## src/lzss_pkg.sv

```systemverilog
// Shared constants, FSM state type and controller/datapath bundles
// for the LZSS ring decompressor. No dependencies.
package lzss_pkg;

    localparam int RING_SIZE = 4096;
    localparam int LOOKAHEAD = 18;
    localparam int RING_AW = $clog2(RING_SIZE);
    localparam logic [RING_AW-1:0] RING_START = RING_AW'(RING_SIZE - LOOKAHEAD);
    localparam int MIN_MATCH = 3;
    localparam int LEN_W = $clog2(LOOKAHEAD + 1);
    localparam logic [15:0] MAX_OUTPUT_RESET = 16'd16384;
    localparam logic [3:0] FLAGS_PER_BYTE = 4'd8;

    typedef enum logic [8:0] {
        ST_HDR_HI = 9'b000000001,
        ST_HDR_LO = 9'b000000010,
        ST_FLAG   = 9'b000000100,
        ST_LIT    = 9'b000001000,
        ST_MHI    = 9'b000010000,
        ST_MLO    = 9'b000100000,
        ST_IDLE   = 9'b001000000,
        ST_READ   = 9'b010000000,
        ST_EMIT   = 9'b100000000
    } state_t;

    typedef struct packed {
        logic start;
        logic load_body;
        logic load_flags;
        logic hold;
        logic load_copy;
        logic rd_issue;
        logic emit_lit;
        logic emit_copy;
        logic emit_err;
        logic fin1;
        logic fin2;
        logic last;
    } ctrl_cmd_t;

    typedef struct packed {
        logic slot_free;
        logic ovf;
        logic in_msb;
        logic flag_next_msb;
        logic flags_le1;
        logic body_le1;
        logic body_le2;
        logic len_last;
    } ctrl_status_t;

endpackage

```

## src/lzss_ctrl.sv

```systemverilog
// Parse and copy sequencer for the LZSS decompressor.
// Depends on lzss_pkg (state type, command and status bundles).
module lzss_ctrl (
    input  logic                  clk,
    input  logic                  rst_n,
    input  logic                  in_valid,
    input  logic                  in_first,
    output logic                  in_ready,
    input  lzss_pkg::ctrl_status_t st,
    output lzss_pkg::ctrl_cmd_t    cmd
);
    import lzss_pkg::*;

    state_t state_reg;
    state_t state_next;
    logic   in_state;
    logic   fire;

    function automatic state_t after_token(input logic body_zero, input logic flags_zero,
                                           input logic next_lit);
        state_t s;
        if (body_zero)
        begin
            s = ST_IDLE;
        end
        else if (flags_zero)
        begin
            s = ST_FLAG;
        end
        else
        begin
            s = next_lit ? ST_LIT : ST_MHI;
        end
        return s;
    endfunction

    assign in_state = (state_reg != ST_READ) && (state_reg != ST_EMIT);
    assign in_ready = in_state && st.slot_free;
    assign fire     = in_valid && in_ready;

    always_comb
    begin
        cmd        = '0;
        state_next = state_reg;
        case (state_reg)
            ST_READ:
            begin
                cmd.rd_issue = 1'b1;
                state_next   = ST_EMIT;
            end
            ST_EMIT:
            begin
                if (st.slot_free)
                begin
                    if (st.ovf)
                    begin
                        cmd.emit_err = 1'b1;
                        cmd.last     = 1'b1;
                        state_next   = ST_IDLE;
                    end
                    else
                    begin
                        cmd.emit_copy = 1'b1;
                        if (st.len_last)
                        begin
                            cmd.fin2   = 1'b1;
                            cmd.last   = 1'b1;
                            state_next = after_token(st.body_le2, st.flags_le1,
                                                     st.flag_next_msb);
                        end
                        else
                        begin
                            state_next = ST_READ;
                        end
                    end
                end
            end
            default:
            begin
                if (fire)
                begin
                    if (in_first || state_reg == ST_HDR_HI)
                    begin
                        cmd.start  = 1'b1;
                        state_next = ST_HDR_LO;
                    end
                    else
                    begin
                        case (state_reg)
                            ST_HDR_LO:
                            begin
                                cmd.load_body = 1'b1;
                                state_next    = ST_FLAG;
                            end
                            ST_FLAG:
                            begin
                                cmd.load_flags = 1'b1;
                                state_next     = st.in_msb ? ST_LIT : ST_MHI;
                            end
                            ST_LIT:
                            begin
                                cmd.last = 1'b1;
                                if (st.ovf)
                                begin
                                    cmd.emit_err = 1'b1;
                                    state_next   = ST_IDLE;
                                end
                                else
                                begin
                                    cmd.emit_lit = 1'b1;
                                    cmd.fin1     = 1'b1;
                                    state_next   = after_token(st.body_le1, st.flags_le1,
                                                               st.flag_next_msb);
                                end
                            end
                            ST_MHI:
                            begin
                                cmd.hold   = 1'b1;
                                state_next = ST_MLO;
                            end
                            ST_MLO:
                            begin
                                cmd.load_copy = 1'b1;
                                state_next    = ST_READ;
                            end
                            default:
                            begin
                                state_next = state_reg;
                            end
                        endcase
                    end
                end
            end
        endcase
    end

    always_ff @(posedge clk or negedge rst_n)
    begin
        if (!rst_n)
        begin
            state_reg <= ST_HDR_HI;
        end
        else
        begin
            state_reg <= state_next;
        end
    end

endmodule

```

## config.mk

```make
export PLATFORM = sky130hd
export DESIGN_NAME = lzss_ctrl
export DESIGN_NICKNAME = d
export VERILOG_FILES = /design/src/lzss_pkg.sv /design/src/lzss_ctrl.sv
export SDC_FILE = /design/constraint.sdc
export NUM_CORES = 1
export LEC_CHECK = 0
export BUFFER_PORTS_ARGS = -buffer_cell sky130_fd_sc_hd__buf_4
export CORE_MARGIN = 4
export CORE_UTILIZATION = 53
export CTS_CLUSTER_SIZE = 12
export DETAILED_ROUTE_END_ITERATION = 10
export PLACE_DENSITY = 0.82
export SKIP_LAST_GASP = 1
export SYNTH_ARGS = -nofsm -noshare
export SYNTH_HDL_FRONTEND = slang
export SYNTH_SLANG_ARGS = --single-unit
```

## constraint.sdc

```tcl
create_clock -name clk -period 5.72 [get_ports clk]
set_input_delay 0.858 -clock clk [delete_from_list [all_inputs] [get_ports clk]]
set_output_delay 0.858 -clock clk [all_outputs]
set_load 0.01 [all_outputs]
```

==> flow_summary.toml, run 1 <==
[outcome]
outcome = "finished, final reports clean"

[critical_path]
crit_arrival_ns = 2.57
path_cells = "or4_1 -> nor4b_2 -> nand2_1 -> or3_1 -> a21boi_0 -> buf_4"
cp-startpoint = "state_reg[7]"
path_max_fanout = 10
rr_worst_depth = 5
path_class = "reg2out"
slowest_stage = "or4_1"
critical-path-max-stage-delay_ns = 0.58
rr_endpoint = "state_reg[2]"
r2r-start = "state_reg[2]"
reg2reg_slack_ns = 3.19
startpoint_type = "register"
required_ns = 4.86
cp-end-kind = "output port"

[synthesis]
netlist_instances = 99
synth-edff-count = 0
ys_seq_area_share_pct = 27.59
async_flop_share_pct = 100.0
synth_common_cells = "nor2_1 (12), dfrtp_1 (8), nand2_1 (6), inv_1 (5), mux2_2 (5)"
synth_area_per_cell_um2 = 8.291
yosysMostFrequentCell = "nor2_1"
syn_nets = 111
ys_warn_count = 0
synth_seq_cells = 9
yosys.area.top_type = "dfrtp_1"
yosys-top-cells-area = "dfrtp_1 (24%), mux2_2 (6.9%), nor2_1 (5.5%)"
synth_cell_types = 42
yosysTopAreaCellShare_pct = 24.39
synth_area_um2 = 820.8
ys_dominant_reg_cell = "dfrtp_1"

[global_route]
met3_usage_pct = 8.046
grt-ovfl-total = 0
gr-usage-all-layers_pct = 20.96
use_met2_pct = 33.69
use_met1_pct = 26.16
grt_first_pass_wirelength_um = 3325
grt_max_degree = 11
antenna_found_initial = 0
busiest_layer = "met2"
first_global_vias = 776

[timing]
setup_viol = 0
fin_ws_ns = 2.289
finalHoldViolations = 0
rsz0062_at_grt = "no"
maxSlewViolCount = 0
fin_worst_skew_ns = 0.001474
max_freq_ghz = 0.2914
whs_ns = 0.4038
fin_crit_ns = 3.431
tightest_slew_ns = 0.6480
period_share_pct = 59.99
finalSetupTns_ns = 0
max_slew_margin_pct = 55.69

[placement]
dpl.hpwl_um = 1575
gp_congestion = 0.8523
place_inst = 133
placed_cell_area_um2 = 997.2
place_ws_ns = 2.627
port_buffers = 24

[layout]
stdcell_count = 137
utilization_pct = 74.03
drive_above_1_share_pct = 30.33
nFillCells = 103
nNetsFinal = 135
areaGrowthSynthToFinish_pct = 24.69
postLayoutCellArea_um2 = 1023
largest_register_ffs = 9
antenna_cells = 0

[min_path]
hp-class = "in2async"

[clocking]
hold_buffers = 0
path_clk_slew_ns = 0.06
cts_resized = 0
cts_tree = "yes"
clk_latency_ns = 0.26
htree_levels = 1
cts_setup_buffers = 0
clkSinkCount = 9
cts_made_buffers = 3
cts_root_buf = "clkbuf_4"
cts_max_path_buffers = 2

[floorplan]
die_w_um = 47.35
dieArea_um2 = 2242
pin_count = 25
die_h_um = 47.35
core_area_um2 = 1383
fp-row-count = 13
floorplan.initialDensity_pct = 59.37

[detailed_routing]
drt_iter0_markers = 24
ant_nets = 0
routed_wl_um = 1988
num_vias = 841
viasPerCell = 6.139
wl_per_cell_um = 14.51
drcViolationCount = 0
dr.pass1.iters = 4

[pwr]
p_sw_uw = 166.0
ir_drop_uv = 260.1
p_clk_share_pct = 12.9
p_seq_share_pct = 30.4
p_int_uw = 211.0
power.share.switching_pct = 44.02
combPwrFrac_pct = 56.8
power.density_nw_per_um2 = 368.4
p_leak_nw = 0.4617
finalPower_uw = 377.0

[job]
max-cap-violations = 0
kinds of logic (layout without fill, tap and decap cells):
| family | Yosys count | after routing | synth area share, % |
|---|---|---|---|
| AOI/OAI and AO/OA | 24 | 24 | 21.80 |
| xor gates and xnor gates | 2 | 2 | 2.135 |
| adders and majority gates | 1 | 1 | 1.220 |
| buffers and inverters | 10 | 33 | 5.031 |
| DFF | 9 | 9 | 27.59 |
| muxes | 5 | 5 | 6.859 |
| and+or+nand+nor | 48 | 48 | 35.36 |
cells in the final DEF, fill, tap and decap left out, types with 2 or more instances in the layout:
master / synthesis / final
nor4b_1: 2 / 2
nand2_1: 6 / 6
mux2_2: 5 / 5
clkbuf_4: 0 / 3
nor3b_1: 2 / 2
dfrtp_1: 8 / 8
o21bai_1: 3 / 3
o21ai_0: 4 / 4
a21oi_1: 4 / 4
nor2b_1: 4 / 4
nand3_1: 3 / 3
o21a_1: 3 / 3
inv_1: 5 / 5
nor2_1: 12 / 12
nor4_1: 2 / 2
or4_1: 2 / 2
nor3_1: 2 / 2
and2_1: 2 / 2
or3_1: 2 / 2
buf_4: 1 / 24
and2b_1: 2 / 2
area by class of cell:
type	count	area (µm²)	share of cell area, %
repair buffers	24	180.2	17.60
multi-input cells	80	553.0	54.03
well taps	15	18.77	1.834
flip-flops and latches	9	226.5	22.13
clock buffers	4	26.28	2.567
inverters	5	18.77	1.834
critical path: cells and delay by family, from the launching register on:
| kind | cells | cell delay [ns] |
|---|---|---|
| buffers and inverters | 1 | 0.14 |
| AO/OA/AOI/OAI | 1 | 0.17 |
| flip-flops | 1 | 0.49 |
| AND/OR/NAND/NOR | 4 | 1.51 |
power by group through the flow:
stage	clock, mW	sequential, mW	combinational [mW]
final	0.0485	0.115	0.214
after global routing	0.0536	0.118	0.240
after CTS	0.0497	0.113	0.213
after detailed placement	0	0.114	0.212
after global placement	0	0.113	0.210
after floorplan	0	0.101	0.174
worst max-delay path by stage:
stage / slack [ns] / depth (start not counted) / end
3_5_place_dp: 2.63 / 6 / cmd[3]
6_report: 2.29 / 6 / cmd[3]
2_1_floorplan: 2.64 / 7 / cmd[5]
3_3_place_gp: 2.63 / 6 / cmd[3]
4_1_cts: 2.33 / 6 / cmd[3]
5_1_grt: 2.06 / 5 / cmd[11]
metal layers:
metal / vias to the layer above / wire length [µm] / part of all wire, %
li1: 413 / - / -
met1: 407 / 872 / 44
met2: 18 / 1006 / 51
met3: 3 / 102 / 5.1
met4: 0 / 6 / 0.30
met5: - / 0 / 0
No activity file was read; power rests on OpenSTA's default activity.
==> run 2, diff against run 1 <==
--- a/config.mk
+++ b/config.mk
@@ -7,10 +7,10 @@
 export LEC_CHECK = 0
 export BUFFER_PORTS_ARGS = -buffer_cell sky130_fd_sc_hd__buf_4
 export CORE_MARGIN = 4
-export CORE_UTILIZATION = 53
+export CORE_UTILIZATION = 50
 export CTS_CLUSTER_SIZE = 12
 export DETAILED_ROUTE_END_ITERATION = 10
-export PLACE_DENSITY = 0.82
+export PLACE_DENSITY = 0.78
 export SKIP_LAST_GASP = 1
 export SYNTH_ARGS = -nofsm -noshare
 export SYNTH_HDL_FRONTEND = slang
==> constraint.sdc (replaced) <==
create_clock -name clk -period 3.3 [get_ports clk]
set_input_delay 0.495 -clock clk [delete_from_list [all_inputs] [get_ports clk]]
set_output_delay 0.495 -clock clk [all_outputs]
set_load 0.01 [all_outputs]
==> run 2 against run 1 <==
Sequential share of layout area barely moved. Sequential power rose by 73%. Final area rose by 0.12%. Die area rose by 5.0%. Global-route usage fell by 3.1 points. Flip-flop and latch count did not move. Register-to-register slack got worse by 2.4 ns. Non-clock buffer count did not move. Via count fell by 1.5%. Power rose by 74%.
==> flow_summary.toml, run 2 (same netlist as run 1, synthesis figures left out) <==
[outcome]
outcome = "finished, final reports clean"

[clocking]
clkSinkCount = 9
cts_root_buf = "clkbuf_4"
cts_resized = 0
path_clk_slew_ns = 0.06
htree_levels = 1
cts_setup_buffers = 0
clk_latency_ns = 0.27
hold_buffers = 0
cts_made_buffers = 3
cts_tree = "yes"
cts_max_path_buffers = 2

[critical_path]
required_ns = 2.80
r2r-start = "state_reg[2]"
path_max_fanout = 8
cp-end-kind = "output port"
rr_worst_depth = 5
crit_arrival_ns = 2.56
rr_endpoint = "state_reg[4]"
startpoint_type = "register"
path_class = "reg2out"
reg2reg_slack_ns = 0.79

[timing]
whs_ns = 0.03852
setup_viol = 0
maxSlewViolCount = 0
max_freq_ghz = 0.3272
fin_worst_skew_ns = 0.007203
rsz0062_at_grt = "no"
max_slew_margin_pct = 55.99
fin_crit_ns = 3.056
tightest_slew_ns = 0.6436
finalSetupTns_ns = 0
finalHoldViolations = 0
period_share_pct = 92.62

[global_route]
met3_usage_pct = 5.215
busiest_layer = "met2"
use_met1_pct = 21.22
antenna_found_initial = 0
first_global_vias = 798
grt_max_degree = 11
use_met2_pct = 30.43
grt_first_pass_wirelength_um = 3450
grt-ovfl-total = 0
gr-usage-all-layers_pct = 17.85

[detailed_routing]
viasPerCell = 6.000
routed_wl_um = 1982
wl_per_cell_um = 14.36
ant_nets = 0
drcViolationCount = 0
num_vias = 828
dr.pass1.iters = 4
drt_iter0_markers = 22

[placement]
port_buffers = 24
placed_cell_area_um2 = 998.5
gp_congestion = 0.8889
place_inst = 134
dpl.hpwl_um = 1555

[min_path]
hp-class = "in2async"

[layout]
multi_input_area_um2 = 553.0
stdcell_count = 138
largest_register_ffs = 9
postLayoutCellArea_um2 = 1025
seqCellArea_um2 = 226.5
drive_above_1_share_pct = 30.33
areaGrowthSynthToFinish_pct = 24.85
nFillCells = 130
layout_common_cells = "buf_4 (24), nor2_1 (12), dfrtp_1 (8), nand2_1 (6)"
mostFrequentLayoutCell = "buf_4"
nNetsFinal = 135
antenna_cells = 0
utilization_pct = 67.24

[job]
max-cap-violations = 0

[floorplan]
die_w_um = 48.52
fp-row-count = 14
dieArea_um2 = 2354
pin_count = 25
floorplan.initialDensity_pct = 53.86
die_h_um = 48.52
core_area_um2 = 1524

[pwr]
power.density_nw_per_um2 = 641.3
p_leak_nw = 0.4617
ir_drop_uv = 495.9
-- run 2: worst max path at each step --
stage	start	to	slack, ns	cells after the start
final	state_reg[2]	cmd[11]	0.24	5
after floorplan	state_reg[0]	cmd[5]	0.58	7
after CTS	state_reg[2]	cmd[11]	0.24	5
after global placement	state_reg[2]	cmd[11]	0.61	5
after detailed placement	state_reg[2]	cmd[11]	0.53	5
after global routing	state_reg[7]	cmd[3]	0.09	6
-- run 2: per-layer routing --
metal / part of all wire [%] / up-vias
li1: - / 414
met1: 44 / 394
met2: 51 / 16
met3: 3.8 / 4
met4: 0.96 / 0
met5: 0 / -
-- run 2: cell type report --
cell class	count	area share (%)
sequential	9	22.10
timing repair buffer	24	17.58
tap	16	1.954
inverter	5	1.832
multi-input combinational	80	53.97
clock buffer	4	2.564
-- run 2: per-stage QoR --
stage                     setup WS (ns)  power [mW]
after global placement           0.6133      0.5640
after floorplan                  0.5830      0.4762
after detailed placement         0.5331      0.5684
after global routing            0.09342      0.7216
final                            0.2436      0.6572
after CTS                        0.2355      0.6593
-- run 2: critical path: stages (launching register included) --
cell and delay [ns]:
dfrtp_1 0.44, or4_1 0.62, nor3_1 0.28, a21oi_1 0.11, a2111oi_0 0.61, buf_4 0.24
-- run 2: power breakdown --
group / switching (mW) / internal (mW)
Sequential: 0.0580 / 0.141
Combinational: 0.195 / 0.179
Clock: 0.0386 / 0.0466
Total: 0.291 / 0.366
==> run 3, diff against run 2 <==
--- a/config.mk
+++ b/config.mk
@@ -10,7 +10,7 @@
 export CORE_UTILIZATION = 50
 export CTS_CLUSTER_SIZE = 12
 export DETAILED_ROUTE_END_ITERATION = 10
-export PLACE_DENSITY = 0.78
+export PLACE_DENSITY = 0.76
 export SKIP_LAST_GASP = 1
 export SYNTH_ARGS = -nofsm -noshare
 export SYNTH_HDL_FRONTEND = slang
==> run 3 against run 2 <==
Critical path depth increased by 1. Via count rose by 2.5%. Sequential share of layout area stayed put. Power increased by 0.85%. Non-clock buffer count is the same. Die area unchanged. Clock skew rose by 0.0031 ns. Highest routed layer unchanged. Flip-flop and latch count unchanged. Worst setup slack gained 0.024 ns. Critical endpoint is now cmd[3]. Maximum frequency is 0.81% higher.
==> flow_summary.toml, run 3 (same netlist as run 1, synthesis figures left out) <==
[job]
max-cap-violations = 0

[timing]
finalHoldViolations = 0
fin_crit_ns = 3.032
maxSlewViolCount = 0
setup_viol = 0
period_share_pct = 91.88
tightest_slew_ns = 0.5563
max_freq_ghz = 0.3298
rsz0062_at_grt = "no"
max_slew_margin_pct = 61.96
finalSetupTns_ns = 0
fin_worst_skew_ns = 0.01033

[layout]
drive_above_1_share_pct = 30.33
largest_register_ffs = 9
areaGrowthSynthToFinish_pct = 24.85
antenna_cells = 0
nNetsFinal = 135
mostFrequentLayoutCell = "buf_4"
layout_common_cells = "buf_4 (24), nor2_1 (12), dfrtp_1 (8), nand2_1 (6)"

[pwr]
power.density_nw_per_um2 = 646.8
finalPower_uw = 662.8
power.share.switching_pct = 44.77
p_leak_nw = 0.4617
p_sw_uw = 296.8
p_int_uw = 366.0
ir_drop_uv = 432.2
p_clk_share_pct = 13.4
p_seq_share_pct = 29.9
combPwrFrac_pct = 56.7

[clocking]
clk_latency_ns = 0.28
cts_resized = 0
cts_root_buf = "clkbuf_4"
path_clk_slew_ns = 0.06
htree_levels = 1
cts_setup_buffers = 0
cts_max_path_buffers = 2
cts_made_buffers = 3
clkSinkCount = 9
hold_buffers = 0
cts_tree = "yes"

[critical_path]
path_cells = "or4_1 -> nor4b_2 -> nand2_1 -> or3_1 -> a21boi_0 -> buf_4"
path_max_fanout = 10
required_ns = 2.80
critical-path-max-stage-delay_ns = 0.58
crit_arrival_ns = 2.54
slowest_stage = "or4_1"
cp-end-kind = "output port"
startpoint_type = "register"
path_class = "reg2out"

[global_route]
first_global_vias = 789
grt-ovfl-total = 0
grt_first_pass_wirelength_um = 3505
grt_max_degree = 11
antenna_found_initial = 0
gr-usage-all-layers_pct = 18.64

[placement]
dpl.hpwl_um = 1628
gp_congestion = 0.8347
port_buffers = 24

[floorplan]
die_h_um = 48.52
dieArea_um2 = 2354
pin_count = 25
die_w_um = 48.52
core_area_um2 = 1524
fp-row-count = 14
floorplan.initialDensity_pct = 53.86

[detailed_routing]
wl_per_cell_um = 15.01
drcViolationCount = 0
drt_iter0_markers = 27
ant_nets = 0
num_vias = 849
routed_wl_um = 2071
dr.pass1.iters = 4
viasPerCell = 6.152

[min_path]
hp-class = "in2async"

[outcome]
outcome = "finished, final reports clean"
[run 3: metal layers]
layer	part of all wire, %	vias to the layer above	track usage (%)
met4	2.6	0	8.969
met5	0	-	0
met2	51	30	30.22
met3	6.1	6	5.215
li1	-	412	-
met1	40	401	22.46
[run 3: final timing paths]
path	endpoint	start	cells past startpoint	slack, ns
worst max-delay path	cmd[3]	state_reg[7]	6	0.27
max in group asynchronous	state_reg[0]	rst_n	1	3.07
worst min-delay path	state_reg[8]	rst_n	1	0.02
worst max register to register	state_reg[2]	state_reg[2]	5	0.76
worst min register to register	state_reg[0]	state_reg[0]	1	0.58
min in group clk	state_reg[0]	state_reg[0]	1	0.58
[run 3: layout make-up]
| type | instances | area (µm²) |
|---|---|---|
| clock buffer | 4 | 26.28 |
| timing repair buffer | 24 | 180.2 |
| fill | 132 | 499.2 |
| tap | 16 | 20.02 |
| inverter | 5 | 18.77 |
| sequential | 9 | 226.5 |
| multi-input combinational | 80 | 553.0 |
[run 3: metrics by stage]
| step | utilization [%] | instances | hold slack [ns] | area (µm²) | worst slack, ns |
|---|---|---|---|---|---|
| 2_1_floorplan | - | 99 | 0.1994 | 820.8 | 0.5830 |
| 3_3_place_gp | 65.52 | 134 | 0.3210 | 998.5 | 0.5693 |
| 3_5_place_dp | 65.52 | 134 | 0.3222 | 998.5 | 0.5677 |
| 4_1_cts | 67.24 | 138 | 0.02169 | 1025 | 0.2628 |
| 5_1_grt | 67.24 | 138 | 0.02317 | 1025 | 0.08850 |
| 6_report | 67.24 | 138 | 0.02305 | 1025 | 0.2680 |
[run 3: power groups by stage]
stage | Combinational (mW) | Clock [mW] | Sequential, mW
floorplan | 0.302 | 0 | 0.175
finish | 0.376 | 0.0885 | 0.198
global route | 0.416 | 0.0988 | 0.205
detailed placement | 0.372 | 0 | 0.198
global placement | 0.369 | 0 | 0.196
CTS | 0.375 | 0.0914 | 0.196
[run 3: critical path: cells and delay by family (launching register included)]
family / cells / cell delay (ns)
flops: 1 / 0.48
simple gates: 4 / 1.46
buf+inv: 1 / 0.14
compound gates: 1 / 0.17
